`src/otsp_pkg.sv`:
```
package otsp_pkg;

   // Fixed field widths.
   localparam int CHAR_W    = 8;
   localparam int SYM_W     = 3;
   localparam int VALUE_W   = 32;
   localparam int ACC_W     = 31;
   localparam int COUNT_W   = 5;
   localparam int DIGIT_W   = 4;

   // Defaults for the top-level parameters.
   localparam int PATTERN_MAX_DEFAULT = 31;
   localparam int QUEUE_DEPTH_DEFAULT = 4;

   // Characters of interest.
   localparam logic [CHAR_W-1:0] CHAR_M  = 8'h4D;
   localparam logic [CHAR_W-1:0] CHAR_N  = 8'h4E;
   localparam logic [CHAR_W-1:0] CHAR_W_ = 8'h57;
   localparam logic [CHAR_W-1:0] CHAR_S  = 8'h53;
   localparam logic [CHAR_W-1:0] CHAR_T  = 8'h54;
   localparam logic [CHAR_W-1:0] CHAR_0  = 8'h30;
   localparam logic [CHAR_W-1:0] CHAR_9  = 8'h39;
   localparam logic [CHAR_W-1:0] CHAR_LA = 8'h61;
   localparam logic [CHAR_W-1:0] CHAR_LF = 8'h66;
   localparam logic [CHAR_W-1:0] CHAR_UA = 8'h41;
   localparam logic [CHAR_W-1:0] CHAR_UF = 8'h46;

   // Pattern symbol codes.
   localparam logic [SYM_W-1:0] SYM_M   = 3'd0;
   localparam logic [SYM_W-1:0] SYM_N   = 3'd1;
   localparam logic [SYM_W-1:0] SYM_WIN = 3'd2;
   localparam logic [SYM_W-1:0] SYM_S   = 3'd3;
   localparam logic [SYM_W-1:0] SYM_T   = 3'd4;

   // Result kinds.
   localparam logic KIND_SYMBOL  = 1'b0;
   localparam logic KIND_SUMMARY = 1'b1;

   // Saturation value and the "not seen" marker for MSS and window scale.
   localparam logic [ACC_W-1:0]   ACC_SAT    = {ACC_W{1'b1}};
   localparam logic [VALUE_W-1:0] VALUE_NONE = {VALUE_W{1'b1}};

   // Scanner mode, one-hot.
   typedef enum logic [3:0] {
      MODE_LETTER = 4'b0001,
      MODE_MSS    = 4'b0010,
      MODE_WIN    = 4'b0100,
      MODE_SKIP   = 4'b1000
   } mode_type;

   // One queued transaction record: an optional symbol result, an optional summary
   // result, and the values that both of them report.
   typedef struct packed {
      logic                has_sym;
      logic [SYM_W-1:0]    sym;
      logic                last;
      logic [VALUE_W-1:0]  mss;
      logic [VALUE_W-1:0]  wscale;
      logic                sack;
      logic                ts;
      logic [COUNT_W-1:0]  count;
   } entry_type;

endpackage

```
`src/tcp_option_string_parser.sv`:
```
// TCP option pattern string parser.
// The req channel takes one character per transaction (req_ch) with req_final_char
// marking the last character of a string. The rsp channel returns one transaction per
// recognized pattern letter (M, N, W, S, T) and, after the last character, one
// summary transaction; a final character that is also a letter yields two.
// A character transaction is accepted every cycle while the record queue between the
// parser and the result stage has room; the parser state (mode, hex accumulator, MSS,
// window scale, flags, symbol count) updates in that same cycle.
// The first result of a character goes through the queue and then the output register:
// its accepting edge writes the queue, and the output register loads from the queue head.
// The result stage issues one result per cycle while the receiver is ready, so the
// sustained rate is one character per cycle, limited by the receiver and by the single
// output register when characters produce two results.
// When the receiver stalls, results wait in the output register and the queue keeps
// absorbing records; req_ready drops only once QUEUE_DEPTH records are waiting.
// Reset clears the parser to its start-of-string state (MSS and window scale -1),
// empties the queue and drops rsp_valid. The last character of a string also returns
// the parser to that state for the next string.
module tcp_option_string_parser
   import otsp_pkg::*;
#(
   parameter int PATTERN_MAX = PATTERN_MAX_DEFAULT,
   parameter int QUEUE_DEPTH = QUEUE_DEPTH_DEFAULT
) (
   input  logic                      clock,
   input  logic                      reset,
   input  logic                      req_valid,
   output logic                      req_ready,
   input  logic [CHAR_W-1:0]         req_ch,
   input  logic                      req_final_char,
   output logic                      rsp_valid,
   input  logic                      rsp_ready,
   output logic                      rsp_kind,
   output logic [SYM_W-1:0]          rsp_symbol,
   output logic signed [VALUE_W-1:0] rsp_mss_value,
   output logic signed [VALUE_W-1:0] rsp_wscale_value,
   output logic                      rsp_sack_seen,
   output logic                      rsp_timestamp_seen,
   output logic [COUNT_W-1:0]        rsp_symbol_count,
   output logic                      rsp_run_end
);

   // Records between the parser and the result stage.
   logic      q_push;
   entry_type q_push_data;
   logic      q_full;
   logic      q_pop;
   logic      q_valid;
   entry_type q_head;

   // The parser classifies each character and updates the scan state at once.
   otsp_front #(
      .PATTERN_MAX (PATTERN_MAX)
   ) u_front (
      .clock          (clock),
      .reset          (reset),
      .req_valid      (req_valid),
      .req_ready      (req_ready),
      .req_ch         (req_ch),
      .req_final_char (req_final_char),
      .q_full         (q_full),
      .q_push         (q_push),
      .q_push_data    (q_push_data)
   );

   otsp_queue #(
      .DEPTH (QUEUE_DEPTH)
   ) u_queue (
      .clock      (clock),
      .reset      (reset),
      .push       (q_push),
      .push_data  (q_push_data),
      .full       (q_full),
      .pop        (q_pop),
      .head_valid (q_valid),
      .head_data  (q_head)
   );

   // The result stage expands each record into one or two result transactions.
   otsp_back u_back (
      .clock              (clock),
      .reset              (reset),
      .q_valid            (q_valid),
      .q_data             (q_head),
      .q_pop              (q_pop),
      .rsp_valid          (rsp_valid),
      .rsp_ready          (rsp_ready),
      .rsp_kind           (rsp_kind),
      .rsp_symbol         (rsp_symbol),
      .rsp_mss_value      (rsp_mss_value),
      .rsp_wscale_value   (rsp_wscale_value),
      .rsp_sack_seen      (rsp_sack_seen),
      .rsp_timestamp_seen (rsp_timestamp_seen),
      .rsp_symbol_count   (rsp_symbol_count),
      .rsp_run_end        (rsp_run_end)
   );

   // A symbol result that does not end its run is always followed by that run's summary.
   assert property (@(posedge clock) disable iff (reset)
      rsp_valid && rsp_ready && (rsp_kind == KIND_SYMBOL) && !rsp_run_end
      |=> rsp_valid && (rsp_kind == KIND_SUMMARY))
      else $error("symbol result without run end not followed by summary");

   // An M symbol result reports a fresh MSS of zero, since its digits come later.
   assert property (@(posedge clock) disable iff (reset)
      rsp_valid && (rsp_kind == KIND_SYMBOL) && (rsp_symbol == SYM_M)
      |-> (rsp_mss_value == '0))
      else $error("M symbol result with nonzero MSS");

   // A symbol result always counts itself.
   assert property (@(posedge clock) disable iff (reset)
      rsp_valid && (rsp_kind == KIND_SYMBOL) |-> (rsp_symbol_count != '0))
      else $error("symbol result with zero symbol count");

   // Reset leaves no stale result on the output.
   assert property (@(posedge clock)
      reset |=> !rsp_valid)
      else $error("result valid right after reset");

endmodule

```
`src/otsp_front.sv`:
```
module otsp_front
   import otsp_pkg::*;
#(
   parameter int PATTERN_MAX = PATTERN_MAX_DEFAULT
) (
   input  logic              clock,
   input  logic              reset,
   input  logic              req_valid,
   output logic              req_ready,
   input  logic [CHAR_W-1:0] req_ch,
   input  logic              req_final_char,
   input  logic              q_full,
   output logic              q_push,
   output entry_type         q_push_data
);

   mode_type             mode_ff, mode_in;
   logic [ACC_W-1:0]     acc_ff, acc_in;
   logic [VALUE_W-1:0]   mss_ff, mss_in;
   logic [VALUE_W-1:0]   wscale_ff, wscale_in;
   logic                 sack_ff, sack_in;
   logic                 ts_ff, ts_in;
   logic [COUNT_W-1:0]   count_ff, count_in;

   logic                 accept;
   logic                 hex_ok;
   logic [DIGIT_W-1:0]   hex_digit;
   logic                 used;
   logic                 has_sym;
   logic [SYM_W-1:0]     sym;
   logic [ACC_W-1:0]     acc_step;

   assign req_ready = !q_full;
   assign accept    = req_valid && req_ready;

   always_comb begin
      hex_ok    = 1'b0;
      hex_digit = '0;
      if (req_ch >= CHAR_0 && req_ch <= CHAR_9) begin
         hex_ok    = 1'b1;
         hex_digit = DIGIT_W'(req_ch - CHAR_0);
      end else if (req_ch >= CHAR_LA && req_ch <= CHAR_LF) begin
         hex_ok    = 1'b1;
         hex_digit = DIGIT_W'(req_ch - CHAR_LA + 8'd10);
      end else if (req_ch >= CHAR_UA && req_ch <= CHAR_UF) begin
         hex_ok    = 1'b1;
         hex_digit = DIGIT_W'(req_ch - CHAR_UA + 8'd10);
      end
   end

   // Shifting in one more digit overflows exactly when any of the top four bits is set.
   assign acc_step = (acc_ff[ACC_W-1 -: DIGIT_W] != '0) ? ACC_SAT
                                                         : {acc_ff[ACC_W-DIGIT_W-1:0], hex_digit};

   always_comb begin
      mode_in   = mode_ff;
      acc_in    = acc_ff;
      mss_in    = mss_ff;
      wscale_in = wscale_ff;
      sack_in   = sack_ff;
      ts_in     = ts_ff;
      count_in  = count_ff;
      has_sym   = 1'b0;
      sym       = SYM_M;
      used      = (mode_ff != MODE_LETTER) && hex_ok;

      if (used) begin
         if (mode_ff == MODE_MSS) begin
            acc_in = acc_step;
            mss_in = {1'b0, acc_step};
         end else if (mode_ff == MODE_WIN) begin
            acc_in    = acc_step;
            wscale_in = {1'b0, acc_step};
         end
      end else begin
         mode_in = MODE_LETTER;
      end

      if (!used && (count_ff < COUNT_W'(PATTERN_MAX))) begin
         case (req_ch)
            CHAR_M: begin
               has_sym = 1'b1;
               sym     = SYM_M;
               mss_in  = '0;
               acc_in  = '0;
               mode_in = MODE_MSS;
            end
            CHAR_N: begin
               has_sym = 1'b1;
               sym     = SYM_N;
            end
            CHAR_W_: begin
               has_sym   = 1'b1;
               sym       = SYM_WIN;
               wscale_in = '0;
               acc_in    = '0;
               mode_in   = MODE_WIN;
            end
            CHAR_S: begin
               has_sym = 1'b1;
               sym     = SYM_S;
               sack_in = 1'b1;
            end
            CHAR_T: begin
               has_sym = 1'b1;
               sym     = SYM_T;
               ts_in   = 1'b1;
               mode_in = MODE_SKIP;
            end
            default: begin
               has_sym = 1'b0;
            end
         endcase
      end

      if (has_sym) begin
         count_in = count_ff + COUNT_W'(1);
      end
   end

   // Both results of one transaction report the same values.
   always_comb begin
      q_push_data.has_sym = has_sym;
      q_push_data.sym     = sym;
      q_push_data.last    = req_final_char;
      q_push_data.mss     = mss_in;
      q_push_data.wscale  = wscale_in;
      q_push_data.sack    = sack_in;
      q_push_data.ts      = ts_in;
      q_push_data.count   = count_in;
   end

   assign q_push = accept && (has_sym || req_final_char);

   always_ff @(posedge clock) begin
      if (reset || (accept && req_final_char)) begin
         mode_ff   <= MODE_LETTER;
         acc_ff    <= '0;
         mss_ff    <= VALUE_NONE;
         wscale_ff <= VALUE_NONE;
         sack_ff   <= 1'b0;
         ts_ff     <= 1'b0;
         count_ff  <= '0;
      end else if (accept) begin
         mode_ff   <= mode_in;
         acc_ff    <= acc_in;
         mss_ff    <= mss_in;
         wscale_ff <= wscale_in;
         sack_ff   <= sack_in;
         ts_ff     <= ts_in;
         count_ff  <= count_in;
      end
   end

endmodule

```
`src/otsp_queue.sv`:
```
module otsp_queue
   import otsp_pkg::*;
#(
   parameter int DEPTH = QUEUE_DEPTH_DEFAULT
) (
   input  logic      clock,
   input  logic      reset,
   input  logic      push,
   input  entry_type push_data,
   output logic      full,
   input  logic      pop,
   output logic      head_valid,
   output entry_type head_data
);

   localparam int PTR_W = (DEPTH > 1) ? $clog2(DEPTH) : 1;
   localparam int CNT_W = $clog2(DEPTH + 1);

   entry_type            slot_ff [DEPTH];
   logic [PTR_W-1:0]     wr_ptr_ff;
   logic [PTR_W-1:0]     rd_ptr_ff;
   logic [CNT_W-1:0]     count_ff;
   logic                 do_push;
   logic                 do_pop;

   assign full       = (count_ff == CNT_W'(DEPTH));
   assign head_valid = (count_ff != '0);
   assign head_data  = slot_ff[rd_ptr_ff];
   assign do_push    = push && !full;
   assign do_pop     = pop && head_valid;

   always_ff @(posedge clock) begin
      if (do_push) begin
         slot_ff[wr_ptr_ff] <= push_data;
      end
   end

   always_ff @(posedge clock) begin
      if (reset) begin
         wr_ptr_ff <= '0;
         rd_ptr_ff <= '0;
         count_ff  <= '0;
      end else begin
         if (do_push) begin
            wr_ptr_ff <= (wr_ptr_ff == PTR_W'(DEPTH - 1)) ? '0 : wr_ptr_ff + PTR_W'(1);
         end
         if (do_pop) begin
            rd_ptr_ff <= (rd_ptr_ff == PTR_W'(DEPTH - 1)) ? '0 : rd_ptr_ff + PTR_W'(1);
         end
         if (do_push && !do_pop) begin
            count_ff <= count_ff + CNT_W'(1);
         end else if (do_pop && !do_push) begin
            count_ff <= count_ff - CNT_W'(1);
         end
      end
   end

endmodule

```
`src/otsp_back.sv`:
```
module otsp_back
   import otsp_pkg::*;
(
   input  logic                      clock,
   input  logic                      reset,
   input  logic                      q_valid,
   input  entry_type                 q_data,
   output logic                      q_pop,
   output logic                      rsp_valid,
   input  logic                      rsp_ready,
   output logic                      rsp_kind,
   output logic [SYM_W-1:0]          rsp_symbol,
   output logic signed [VALUE_W-1:0] rsp_mss_value,
   output logic signed [VALUE_W-1:0] rsp_wscale_value,
   output logic                      rsp_sack_seen,
   output logic                      rsp_timestamp_seen,
   output logic [COUNT_W-1:0]        rsp_symbol_count,
   output logic                      rsp_run_end
);

   logic                 valid_ff;
   logic                 phase_ff;
   logic                 kind_ff;
   logic [SYM_W-1:0]     symbol_ff;
   logic [VALUE_W-1:0]   mss_ff;
   logic [VALUE_W-1:0]   wscale_ff;
   logic                 sack_ff;
   logic                 ts_ff;
   logic [COUNT_W-1:0]   count_ff;
   logic                 run_end_ff;

   logic                 load;
   logic                 emit_sym;

   assign load     = !valid_ff || rsp_ready;
   // The symbol result goes first; a record with no symbol holds a summary only.
   assign emit_sym = q_data.has_sym && !phase_ff;
   assign q_pop    = load && q_valid && !(emit_sym && q_data.last);

   always_ff @(posedge clock) begin
      if (reset) begin
         valid_ff <= 1'b0;
         phase_ff <= 1'b0;
      end else if (load) begin
         valid_ff <= q_valid;
         if (q_valid) begin
            phase_ff <= emit_sym && q_data.last;
         end
      end
   end

   always_ff @(posedge clock) begin
      if (load && q_valid) begin
         kind_ff    <= emit_sym ? KIND_SYMBOL : KIND_SUMMARY;
         symbol_ff  <= emit_sym ? q_data.sym : SYM_M;
         run_end_ff <= emit_sym ? !q_data.last : 1'b1;
         mss_ff     <= q_data.mss;
         wscale_ff  <= q_data.wscale;
         sack_ff    <= q_data.sack;
         ts_ff      <= q_data.ts;
         count_ff   <= q_data.count;
      end
   end

   assign rsp_valid          = valid_ff;
   assign rsp_kind           = kind_ff;
   assign rsp_symbol         = symbol_ff;
   assign rsp_mss_value      = $signed(mss_ff);
   assign rsp_wscale_value   = $signed(wscale_ff);
   assign rsp_sack_seen      = sack_ff;
   assign rsp_timestamp_seen = ts_ff;
   assign rsp_symbol_count   = count_ff;
   assign rsp_run_end        = run_end_ff;

endmodule

```
`config.mk`:
```
export PLATFORM = sky130hd
export DESIGN_NAME = tcp_option_string_parser
export DESIGN_NICKNAME = d
export VERILOG_FILES = /design/src/otsp_pkg.sv /design/src/tcp_option_string_parser.sv /design/src/otsp_front.sv /design/src/otsp_queue.sv /design/src/otsp_back.sv
export SDC_FILE = /design/constraint.sdc
export NUM_CORES = 1
export LEC_CHECK = 0
export ABC_CLOCK_PERIOD_IN_PS = 13630
export BUFFER_PORTS_ARGS = -buffer_cell sky130_fd_sc_hd__buf_4
export CORE_MARGIN = 2
export CORE_UTILIZATION = 40
export DETAILED_ROUTE_END_ITERATION = 8
export PLACE_DENSITY = 0.56
export SETUP_SLACK_MARGIN = 0.15
export SYNTH_ARGS = -nofsm -noshare
export SYNTH_HDL_FRONTEND = slang
export SYNTH_SLANG_ARGS = --single-unit
```
`constraint.sdc`:
```
create_clock -name clock -period 13.63 [get_ports clock]
set_input_delay 2.726 -clock clock [delete_from_list [all_inputs] [get_ports clock]]
set_output_delay 2.726 -clock clock [all_outputs]
set_load 0.02 [all_outputs]
```
# Yosys cells after proc, flatten, opt, wreduce, memory -nomap -nowiden

Memories as Yosys holds them, arrays and structs flattened. A register that Yosys moved wholly into a read port is not among the register bits.
Index checks and enable logic that the tools add are counted.

Register bits: 191
RAM bits: 304
Input bits: 13
Output and inout bits: 78
Word-level logic and storage cells: 124
Memories: 1

Add/subtract/negate cells: 10
Magnitude comparators: 7
Equality and inequality tests: 11
Multiplexer cells: 42
Reductions and logical operators: 33

Memories:

| memory          | depth | bits a word | read ports | clocked after memory_dff | write ports | RTL line         | source |
|---|---|---|---|---|---|---|---|
| u_queue.slot_ff | 4     | 76          | 1          | 1                        | 1           | otsp_queue.sv:19 | `entry_type slot_ff [DEPTH];` |

Operators by type and width:

| operator                                                       | number |
|---|---|
| 2-to-1 mux 32 bit                                              | 9 |
| 2-to-1 mux 31 bit                                              | 6 |
| equality test 8 x 7 -> 1 bit, second input constant            | 5 |
| 2-to-1 mux 4 bit                                               | 5 |
| >= comparator 8 x 7 -> 1 bit, second input constant            | 2 |
| less-or-equal comparator 8 x 7 -> 1 bit, second input constant | 2 |
| logical AND 1 bit                                              | 16 |
| 2-to-1 mux 1 bit                                               | 12 |
| one-hot mux 3 bit (4 select lines)                             | 1 |
| one-hot mux 4 bit (3 select lines)                             | 1 |
| subtractor 4 x 1 -> 4 bit, second input constant               | 3 |
| 2-to-1 mux 3 bit                                               | 3 |
| adder 4 bit, second input constant                             | 2 |
| >= comparator 8 x 6 -> 1 bit, second input constant            | 1 |
| less-or-equal comparator 8 x 6 -> 1 bit, second input constant | 1 |
| zero test 1 bit                                                | 8 |
| 2-to-1 mux 2 bit                                               | 4 |
| adder 5 x 1 -> 5 bit, second input constant                    | 1 |
| < comparator 5 bit, second input constant                      | 1 |
| 2-to-1 mux 5 bit                                               | 1 |
| OR reduction 5 bit                                             | 1 |
| adder 2 x 1 -> 2 bit, second input constant                    | 2 |
| equality test 2 bit, second input constant                     | 2 |
| equality test 4 x 2 -> 1 bit, second input constant            | 1 |
| 11 further kinds                                               | 13 |

# Logic depth before layout (Yosys ltp)

Gate-level depths: netlist of run 1.

Depth after elaboration: 16
Gate-level depth with buffers: 12
Mapped depth without buffers: 12

# Modules after synthesis

From an unflattened synthesis of run 1, not the netlist that was laid out.

Cell total of the unflattened synthesis: 1116
Area, all modules: 19078.3 um^2

By module, submodules not included:

| module     | times used | cells an instance | area an instance (um^2) | seq. area each (um^2) |
|---|---|---|---|---|
| otsp_queue | 1          | 447               | 11482.3                 | 9308.9 |
| otsp_front | 1          | 576               | 5181.2                  | 2122.0 |
| otsp_back  | 1          | 93                | 2414.8                  | 2322.2 |

# Least setup slack after synthesis of run 1

OpenSTA, ideal clock, no wires.

Path kind: in2reg
Start: input rsp_ready
End: register u_queue.count_ff[2]
Setup time: 70 ps
Arrival: 8358 ps
Required time: 13560 ps
Setup slack: 5202 ps
Cell stages on the path: 9
Buffers on the path: 0
Cells stage by stage: inv_1 -> a21oi_1 -> nand2_1 -> ha_1 -> inv_1 -> fa_1 -> xor2_1 -> or3_1 -> a21oi_1

Word-level cells in the longest chain between the ends: 7
Elaborated cells between the ends (all ways): 9
Those cells by class: mux: 1; reduce/logical: 8

RTL lines:

| what                                                          | RTL line                       | source |
|---|---|---|
| start: declaration                                            | tcp_option_string_parser.sv:32 | `input logic rsp_ready,` |
| logical OR 1 bit *                                            | otsp_back.sv:35                | `assign load = !valid_ff \|\| rsp_ready;` |
| logical AND 1 bit * (2 in a row)                              | otsp_back.sv:38                | `assign q_pop = load && q_valid && !(emit_sym && q_data.last);` |
| logical AND 1 bit *                                           | otsp_queue.sv:30               | `assign do_pop = pop && head_valid;` |
| zero test 1 bit                                               | otsp_queue.sv:50               | `if (do_push && !do_pop) begin` |
| logical AND 1 bit                                             | otsp_queue.sv:50               |  |
| 2-to-1 mux 3 bit / nonzero test 2 bit (equally long branches) | n/a                            |  |
| end signal: assignment                                        | otsp_queue.sv:51               | `count_ff <= count_ff + CNT_W'(1);` |
| end signal: assignment                                        | otsp_queue.sv:53               | `count_ff <= count_ff - CNT_W'(1);` |
| end: declaration                                              | otsp_queue.sv:22               | `logic [CNT_W-1:0] count_ff;` |

Every way passes the cells marked *; elsewhere a longest branch is shown, timed or not.
A chain may end at the register's enable or synchronous reset.

==> results of run 1 <==
-- sequential cells by signal (all words and copies together), names as in the netlist, 2 cells and up, named ones only --
| name | flops |
|---|---|
| u_back.rsp_wscale_value | 32 |
| u_back.rsp_symbol | 3 |
| u_front.acc_ff | 31 |
| u_back.rsp_mss_value | 32 |
| u_queue.slot_ff | 304 |
| u_front.wscale_ff | 32 |
| u_back.rsp_symbol_count | 5 |
| u_front.count_ff | 5 |
| u_queue.wr_ptr_ff | 2 |
| u_front.mss_ff | 32 |
| u_front.mode_ff | 4 |
| u_queue.count_ff | 3 |
| u_queue.rd_ptr_ff | 2 |
-- Yosys cell counts (5+ instances only) --
library cell / n / area share, %
nor3_1: 9 / 0.24
o21ai_0: 6 / 0.16
dfxtp_1: 117 / 12
inv_1: 10 / 0.20
a211oi_1: 62 / 2.5
clkbuf_1: 55 / 1.1
nand2b_1: 34 / 1.1
buf_2: 15 / 0.40
nor2_1: 101 / 2.0
xor2_1: 6 / 0.28
o2bb2ai_1: 31 / 1.4
mux4_2: 76 / 9.1
a21oi_1: 17 / 0.45
ha_1: 11 / 0.73
buf_1: 7 / 0.14
edfxtp_1: 380 / 61
a221o_1: 63 / 3.3
nand3_1: 7 / 0.19
and2_1: 5 / 0.17
nand2_1: 13 / 0.26
-- logic make-up (layout without fill, tap and decap cells) --
family,after synthesis,after routing,share of synthesized area [%]
AOI/OAI and AO/OA,212,212,9.483
xor gates and xnor gates,6,6,0.2791
adders and majority gates,12,12,0.8373
buffers and inverters,87,212,1.834
DFF,497,497,73.05
muxes,82,82,9.423
and+or+nand+nor,197,197,5.097
-- layout make-up --
cell class                 instances  area [sq um]  share of cell area, %
tap                              607         759.5                  3.484
timing repair buffer             109         818.3                  3.754
clock inverter                    21         153.9                 0.7060
clock buffer                      72          1439                  6.601
multi-input combinational        509          4828                  22.15
inverter                          10         37.54                 0.1722
sequential                       497         13760                  63.13
-- worst max path at each step --
stage,slack (ps),from,endpoint,cells past startpoint
3_5_place_dp,7520,req_ch[7],u_queue.slot_ff[3][47],7
2_1_floorplan,5200,rsp_ready,u_queue.count_ff[2],9
3_3_place_gp,7540,req_ch[7],u_queue.slot_ff[3][47],7
4_1_cts,8130,req_ch[7],u_queue.slot_ff[3][16],7
5_1_grt,7850,req_ch[7],u_queue.slot_ff[3][48],7
6_report,8130,req_ch[1],u_queue.slot_ff[1][24],9
-- where the power goes --
| group | internal [uW] | total (uW) | switching (uW) | leakage, uW |
|---|---|---|---|---|
| Clock | 770 | 1320 | 551 | 0.000781 |
| Sequential | 1770 | 1840 | 75.3 | 0.00386 |
| Combinational | 220 | 542 | 322 | 0.00187 |
| Total | 2760 | 3710 | 949 | 0.00651 |
-- routing by layer --
layer | vias to the layer above | routed length (um)
met3 | 58 | 1615
met2 | 221 | 19030
met5 | - | 0
li1 | 4570 | -
met1 | 5253 | 18290
met4 | 0 | 935
-- worst max-delay path, cell delays in order --
cell	delay, ps
buf_4	130
inv_1	110
ha_1	230
o21bai_1	110
a2111o_1	680
a211oi_4	310
buf_4	620
nor2_1	80
a211oi_1	730
-- per-stage QoR --
stage / instances / cell area (sq um)
2_1_floorplan: 1093 / 18830
3_3_place_gp: 1732 / 20200
3_5_place_dp: 1732 / 20200
4_1_cts: 1825 / 21800
5_1_grt: 1825 / 21800
6_report: 1825 / 21800
-- cell usage in the layout (no fill, tap or decap), types with 6 or more instances in the layout --
cell type  Yosys  final
clkbuf_16      0     53
o2bb2ai_1     31     31
nand2b_1      34     34
edfxtp_1     380    380
a211oi_1      62     62
ha_1          11     11
clkinv_2       0      7
inv_1         10     10
buf_4          0    109
mux4_2        76     76
nand2_1       13     13
nand3_1        7      7
xor2_1         6      6
dfxtp_1      117    115
nor3_1         9      7
a21oi_1       17     16
clkbuf_1      55     14
nor2_1       101    101
a221o_1       63     63
o21ai_0        6      6
clkinv_1       0      9
==> summary.txt, run 1 <==
Routing
  • Drt wl/cell: 21.85 um
  • Drt first pass iters: 5
  • Final WL: 39,870 um
  • Routed Antenna Nets: 0
  • Remaining DRCs: 0
  • Via count: ~10,000
  • DRT iter0 DRCs: 900
  • Avg Vias per Cell: between 5 and 6

Critical path
  • FF-to-FF path depth: 6
  • Crit. End Element: flop
  • Maximum fanout along the worst path: 64
  • Worst path required time: approximately 14,000 ps
  • R2R Path End: u_queue.slot_ff[2][65]
  • R2r setup slk: 10,200 ps
  • Reg-to-Reg Start: u_front.count_ff[0]
  • Startpoint Class: primary input
  • CP Class: in -> reg
  • Worst EP arrival: roughly 5800 ps

STA
  • Rel. slew slack: approximately 28%
  • Clk_skew: between 15 and 20 ps
  • Hold_ws: 447.3 ps
  • Slew Viols, Final: 0
  • Hold Violations, Final: 0
  • Min Tclk post-route: 5503 ps
  • Setup TNS: 0 ps
  • Finish-stage setup viols: 0
  • RSZ-0062 raised after global routing: false
  • Max frequency: about 180 MHz
  • Period utilisation layout: 40.37%
  • Least-Margin Pin Slew: roughly 1100 ps
  • Final WS setup: just over 8000 ps

Clock network
  • CTS H-tree depth: 2
  • Root Driver: clkbuf_16
  • TritonCTS clock tree: yes
  • Total CTS buffers: 50
  • Resized cells post-CTS: 0
  • Setup Buffers After CTS: 0
  • CTS clk-pin slew, worst paths: around 60 ps
  • Clock Path Buffers: 3
  • Clk_lat worst skew: around 570 ps
  • Clk sinks: 497
  • Hold-fix buffers at CTS: 0

Global routing
  • Largest net degree at the start of global routing: 75
  • GR Util All Layers: between 10% and 20%
  • Via count of the first global-routing pass: between 10,000 and 15,000
  • Global route hottest layer: met2
  • Met3 usage in global routing: 2.443%
  • First-pass GRT wire length: slightly above 60,000 um
  • Initial antenna violation count: 0
  • GR met1 Demand/Resource: around 23%
  • GR Overflow Total: 0
  • Grt met2 use: roughly a quarter

Floorplan
  • Die width: approximately 220 um
  • Die Y: around 220 um
  • Die area: 48,820 sq um
  • Num rows: between 70 and 80
  • Core Box Area: ~46,000 sq um
  • Ports: between 90 and 100
  • Starting Density: 40.53%

Logic synthesis
  • Ys async rst share: 0%
  • Post-synth EDFFs: 380
  • Post-Syn Area: about 19,000 sq um
  • Count of cell types in the netlist: 53
  • Syn_nets: between 1,000 and 1,500
  • Top_reg_cell synth: edfxtp_1
  • Post-synthesis sequential area ratio: about three quarters
  • Syn avg cell area: approximately 17 sq um
  • FF+latch count, synth: ~500
  • Yosys warns: 0
  • Synthesized instance count: between 1,000 and 1,500

Place
  • IO Port Bufs: 90
  • Post-DP HPWL: roughly 23,000 um
  • RD Place Congestion: 0.7773
  • Pre-CTS WS: approximately 7500 ps

Cells and area
  • Area growth syn-to-layout: 15.77%
  • Final core utilization: between 40% and 50%
  • Final net count: roughly 1,200
  • Proportion of layout cells with a drive suffix above 1: between 20 and 25%
  • Ant. Diodes: 0
  • Fill count: 4,027

Min path
  • Hold Path Cell Cnt: 1
  • Hold EP: u_front.wscale_ff[31]
  • Hold path startpoint: u_front.wscale_ff[31]
  • Worst Hold Class: reg -> reg

Power
  • Power Density: 170.0 nW/um^2
  • LEAKAGE: around 0.0065 uW
  • Total power: 3706 uW
  • VDD IR max: 100.7 uV

Job
  • Max Cap Violations: 0

Outcome
  • Status: complete, no violations
No activity file was read; power rests on OpenSTA's default activity.
==> inputs of run 2 (changes only) <==
Settings changed: ABC_CLOCK_PERIOD_IN_PS 13630 to 4900, PLACE_DENSITY 0.56 to 0.58.
Clock period 13.63 ns to 4.9 ns, I/O delays scaled along.
==> summary.txt, run 2 (same netlist as run 1, synthesis figures left out) <==
Outcome
  • Status: complete, no violations

Clock network
  • Total CTS buffers: 50
  • Setup Buffers After CTS: 0
  • Hold-fix buffers at CTS: 0
  • CTS H-tree depth: 2
  • Resized cells post-CTS: 0
  • Clk_lat worst skew: about 590 ps
  • TritonCTS clock tree: yes
  • CTS clk-pin slew, worst paths: ~60 ps
  • Clock Path Buffers: 3
  • Root Driver: clkbuf_16
  • Clk sinks: about 500

Cells and area
  • Biggest register: u_queue.slot_ff
  • Finished Cell Area: 22,060 sq um
  • Area growth syn-to-layout: 17.17%
  • Final core utilization: 47.49%
  • Commonest cells after routing, fill and taps aside: edfxtp_1, dfxtp_1, buf_4, nor2_1, mux4_2
  • Most common cell after layout, fill and taps aside: edfxtp_1
  • Proportion of layout cells with a drive suffix above 1: around 25%
  • Ant. Diodes: 0
  • Max reg flops: about 300
  • Final net count: about 1,200

Routing
  • Drt wl/cell: 22.30 um
  • DRT iter0 DRCs: roughly 850
  • Remaining DRCs: 0
  • Drt first pass iters: 6
  • Routed Antenna Nets: 0
  • Via count: between 10,000 and 15,000
  • Avg Vias per Cell: approximately 5.6
  • Final WL: a little over 40,000 um

Floorplan
  • Ports: 91
  • Die area: between 40,000 and 50,000 sq um
  • Die width: 221.0 um
  • Starting Density: slightly above 40%
  • Core Box Area: around 46,000 sq um
  • Die Y: roughly 220 um
  • Num rows: 79

Global routing
  • Largest net degree at the start of global routing: between 70 and 80
  • Via count of the first global-routing pass: about 10,000
  • GR Overflow Total: 0
  • Initial antenna violation count: 0
  • GR Util All Layers: between 10% and 20%
  • First-pass GRT wire length: 63,010 um

Place
  • Post-DP HPWL: between 20,000 and 25,000 um
  • Placed inst area: approximately 20,000 sq um
  • IO Port Bufs: 90
  • RD Place Congestion: 0.7798

Critical path
  • Worst EP arrival: roughly 4000 ps
  • Startpoint Class: primary input
  • Worst path required time: 5420 ps
  • CP max-delay cell: o21ai_1
  • Crit-path cells: buf_4 > ha_1 > nand3b_1 > o21ai_0 > a21oi_1 > o21ai_1 > ha_1 > inv_1 > fa_1 > xor2_1 > or3_1 > a21oi_1
  • Top Family by Delay on Critical Path: compound AO/OA/AOI/OAI gates
  • Critical Path Max Stage Delay: 590 ps
  • Maximum fanout along the worst path: 14
  • Crit. End Element: flop
  • CP Class: in -> reg
  • Buf/Inv on CP: 2

Min path
  • Worst Hold Class: reg -> reg

STA
  • Hold_ws: 452.6 ps
  • Max frequency: ~290 MHz
  • Least-Margin Pin Slew: ~1300 ps
  • RSZ-0062 raised after global routing: false
  • Finish-stage setup viols: 0
  • Setup TNS: 0 ps
  • Period utilisation layout: between 70% and 80%
  • Rel. slew slack: between 10% and 20%
  • Clk_skew: between 20 and 25 ps
  • Slew Viols, Final: 0
  • Hold Violations, Final: 0
  • Min Tclk post-route: around 3500 ps

Job
  • Max Cap Violations: 0

Power
  • LEAKAGE: about 0.0066 uW
  • VDD IR max: about 420 uV
  • Power Density: between 400 and 500 nW/um^2
[run 2: changes by cell type in the layout (fill, tap and decap cells not counted), sizes merged]
cell	previous run	this run
clkbuf	72	68
clkinv	17	16
clkinvlp	1	2
inv	11	12
bufinv	2	6
buf	109	117
[run 2: worst paths after layout]
kind,start,to,slack (ps),cells after the start
worst max-delay path,req_ch[0],u_queue.count_ff[2],1450,12
worst min-delay path,u_front.ts_ff,u_front.ts_ff,450,2
worst max register to register,u_queue.count_ff[0],u_queue.count_ff[2],1690,10
worst min register to register,u_front.ts_ff,u_front.ts_ff,450,2
[run 2: where the power goes]
part	switching, uW	internal, uW	leakage (uW)	total, uW
Sequential	131	4920	0.00386	5050
Combinational	978	613	0.00192	1590
Clock	1600	2370	0.000853	3970
Total	2710	7910	0.00663	10600
[run 2: worst min-delay path: stages (launching register included)]
cell     delay (ps)
dfxtp_1         310
inv_1            50
a21oi_1          50
[run 2: metrics by stage]
step	setup slack (ps)	total power, uW	cells
2_1_floorplan	161.7	6205	1093
3_3_place_gp	897.5	6793	1740
3_5_place_dp	861.4	6797	1740
4_1_cts	1477	10790	1834
5_1_grt	1197	11050	1834
6_report	1447	10610	1834
[run 2: area by class of cell]
class,instances,area (sq um)
well taps,607,759.5
fillers,3918,24400
inverters,10,37.54
flip-flops and latches,497,13760
clock inverters,26,310.3
clock buffers,68,1431
multi-input cells,509,4821
repair buffers,117,940.9
[run 2: per-layer routing]
metal  vias up  routed length, um  global-route usage (%)
met2       285              19650                   26.73
met3        57               1994                   2.669
met5         -                  0                       0
met4         0                848                   5.131
li1       4604                  -                       -
met1      5249              18400                   23.59
==> inputs of run 3 (changes only) <==
Settings changed: ABC_CLOCK_PERIOD_IN_PS 4900 to 3000.
Clock period 4.9 ns to 3 ns, I/O delays scaled along.
==> summary.txt, run 3 (same netlist as run 1, synthesis figures left out) <==
Min path
  • Hold Path Cell Cnt: 1
  • Hold path startpoint: req_final_char
  • Worst Hold Class: in -> reg

Global routing
  • Largest net degree at the start of global routing: 48
  • Via count of the first global-routing pass: 10,702
  • GR Util All Layers: 17.07%
  • GR Overflow Total: 0
  • Initial antenna violation count: 0
  • First-pass GRT wire length: around 64,000 um

Clock network
  • Hold-fix buffers at CTS: 0
  • TritonCTS clock tree: yes
  • CTS H-tree depth: 2
  • Clock Path Buffers: 3
  • Total CTS buffers: between 40 and 50
  • Clk sinks: approximately 500
  • Resized cells post-CTS: 0
  • Clk_lat worst skew: 580 ps
  • Root Driver: clkbuf_16
  • CTS clk-pin slew, worst paths: around 60 ps
  • Setup Buffers After CTS: 0

Cells and area
  • Area growth syn-to-layout: 20.29%
  • Proportion of layout cells with a drive suffix above 1: between 20% and 30%
  • Commonest cells after routing, fill and taps aside: edfxtp_1, buf_4, dfxtp_1, nor2_1, mux4_2
  • Fill count: ~4,000
  • Final core utilization: approximately half
  • Biggest register: u_queue.slot_ff
  • Max reg flops: slightly above 300
  • Ant. Diodes: 0
  • Most common cell after layout, fill and taps aside: edfxtp_1
  • Final net count: between 1,000 and 1,500

Power
  • Clock Power Share: a little over a third
  • Internal power: about 13,000 uW
  • VDD IR max: 386.2 uV
  • Comb pwr share: 16.5%
  • LEAKAGE: a little under 0.007 uW
  • Total power: around 17,000 uW
  • Share of power burned in registers: 48.3%
  • Power Density: 746.6 nW/um^2
  • Switching share of power: between 20% and 30%
  • Psw: between 4000 and 5000 uW

Outcome
  • Status: complete, no violations

Floorplan
  • Die Y: approximately 220 um
  • Ports: slightly above 90
  • Core Box Area: 46,460 sq um
  • Die width: approximately 220 um
  • Starting Density: between 40% and 50%
  • Num rows: between 70 and 80
  • Die area: ~50,000 sq um

Place
  • Post-DP HPWL: between 20,000 and 30,000 um
  • RD Place Congestion: slightly below 0.8
  • IO Port Bufs: 90

STA
  • Period utilisation layout: 87.39%
  • Max frequency: approximately 380 MHz
  • Clk_skew: ~12 ps
  • Min Tclk post-route: approximately 2600 ps
  • Hold Violations, Final: 0
  • Finish-stage setup viols: 0
  • Least-Margin Pin Slew: about 850 ps
  • Slew Viols, Final: 0
  • Rel. slew slack: a little over two fifths
  • RSZ-0062 raised after global routing: false

Routing
  • Drt first pass iters: 5
  • Routed Antenna Nets: 0
  • Final WL: ~42,000 um
  • Remaining DRCs: 0
  • Drt wl/cell: 21.83 um
  • Via count: roughly 11,000
  • DRT iter0 DRCs: 685
  • Avg Vias per Cell: 5.530

Critical path
  • FF-to-FF path depth: 10
  • Reg-to-Reg Start: u_queue.count_ff[0]
  • CP Class: in -> reg
  • CP Launch Point: req_ch[1]
  • Maximum fanout along the worst path: 14
  • Startpoint Class: primary input
  • Worst path required time: between 3000 and 4000 ps
  • Crit. End Element: flop
  • Worst EP arrival: a little over 3000 ps

Job
  • Max Cap Violations: 0
## run 3: cell types whose count changed in the layout (fill, tap and decap cells not counted), sizes merged
cell    before  now
buf        117  189
inv         12   11
bufinv       6    2
clkbuf      68   76
clkinv      16   11
## run 3: worst max-delay path, stage by stage
cell and delay (ps):
buf_4 120, inv_1 90, ha_1 220, o21bai_1 110
a2111o_1 530, a211oi_4 320, buf_12 180, buf_12 140
nor2_1 50, a211oi_1 480, buf_4 230
## run 3: metal layers
metal / wire, um / GRT usage, % / up-vias
li1: - / - / 4744
met1: 18820 / 23.75 / 5453
met2: 19900 / 27.66 / 259
met3: 1869 / 2.961 / 73
met4: 977 / 4.936 / 0
met5: 0 / 0 / -
## run 3: final timing paths
path | endpoint | slack, ps
setup / recovery | u_queue.slot_ff[0][57] | 380
hold reg to reg | u_front.wscale_ff[31] | 450
setup reg to reg | u_queue.count_ff[2] | 470
hold / removal | u_queue.slot_ff[2][71] | 270
## run 3: power by group through the flow
stage	clock [uW]	sequential, uW	combinational [uW]
2_1_floorplan	0	8610	1510
3_3_place_gp	0	8310	2870
3_5_place_dp	0	8320	2890
4_1_cts	6120	8170	2900
5_1_grt	6380	8200	3040
6_report	5950	8160	2790
## run 3: final cells by class
| type | instances | area (sq um) | share of cell area [%] |
|---|---|---|---|
| timing repair buffer | 189 | 1707 | 7.535 |
| clock inverter | 16 | 135.1 | 0.5967 |
| clock buffer | 76 | 1421 | 6.276 |
| inverter | 10 | 50.05 | 0.2210 |
| sequential | 497 | 13760 | 60.76 |
| tap | 607 | 759.5 | 3.353 |
| multi-input combinational | 509 | 4815 | 21.26 |
## run 3: per-stage QoR
| stage | cells | hold slack [ps] | setup TNS, ps | worst slack, ps | instance area [sq um] |
|---|---|---|---|---|---|
| floorplan | 1093 | 418.2 | -52210 | -327.0 | 18870 |
| global placement | 1812 | 426.0 | -1770 | -173.9 | 21090 |
| detailed placement | 1812 | 435.6 | -4050 | -162.6 | 21090 |
| CTS | 1904 | 228.1 | 0 | 428.5 | 22650 |
| global route | 1904 | 241.8 | 0 | 250.2 | 22650 |
| finish | 1904 | 265.1 | 0 | 378.3 | 22650 |
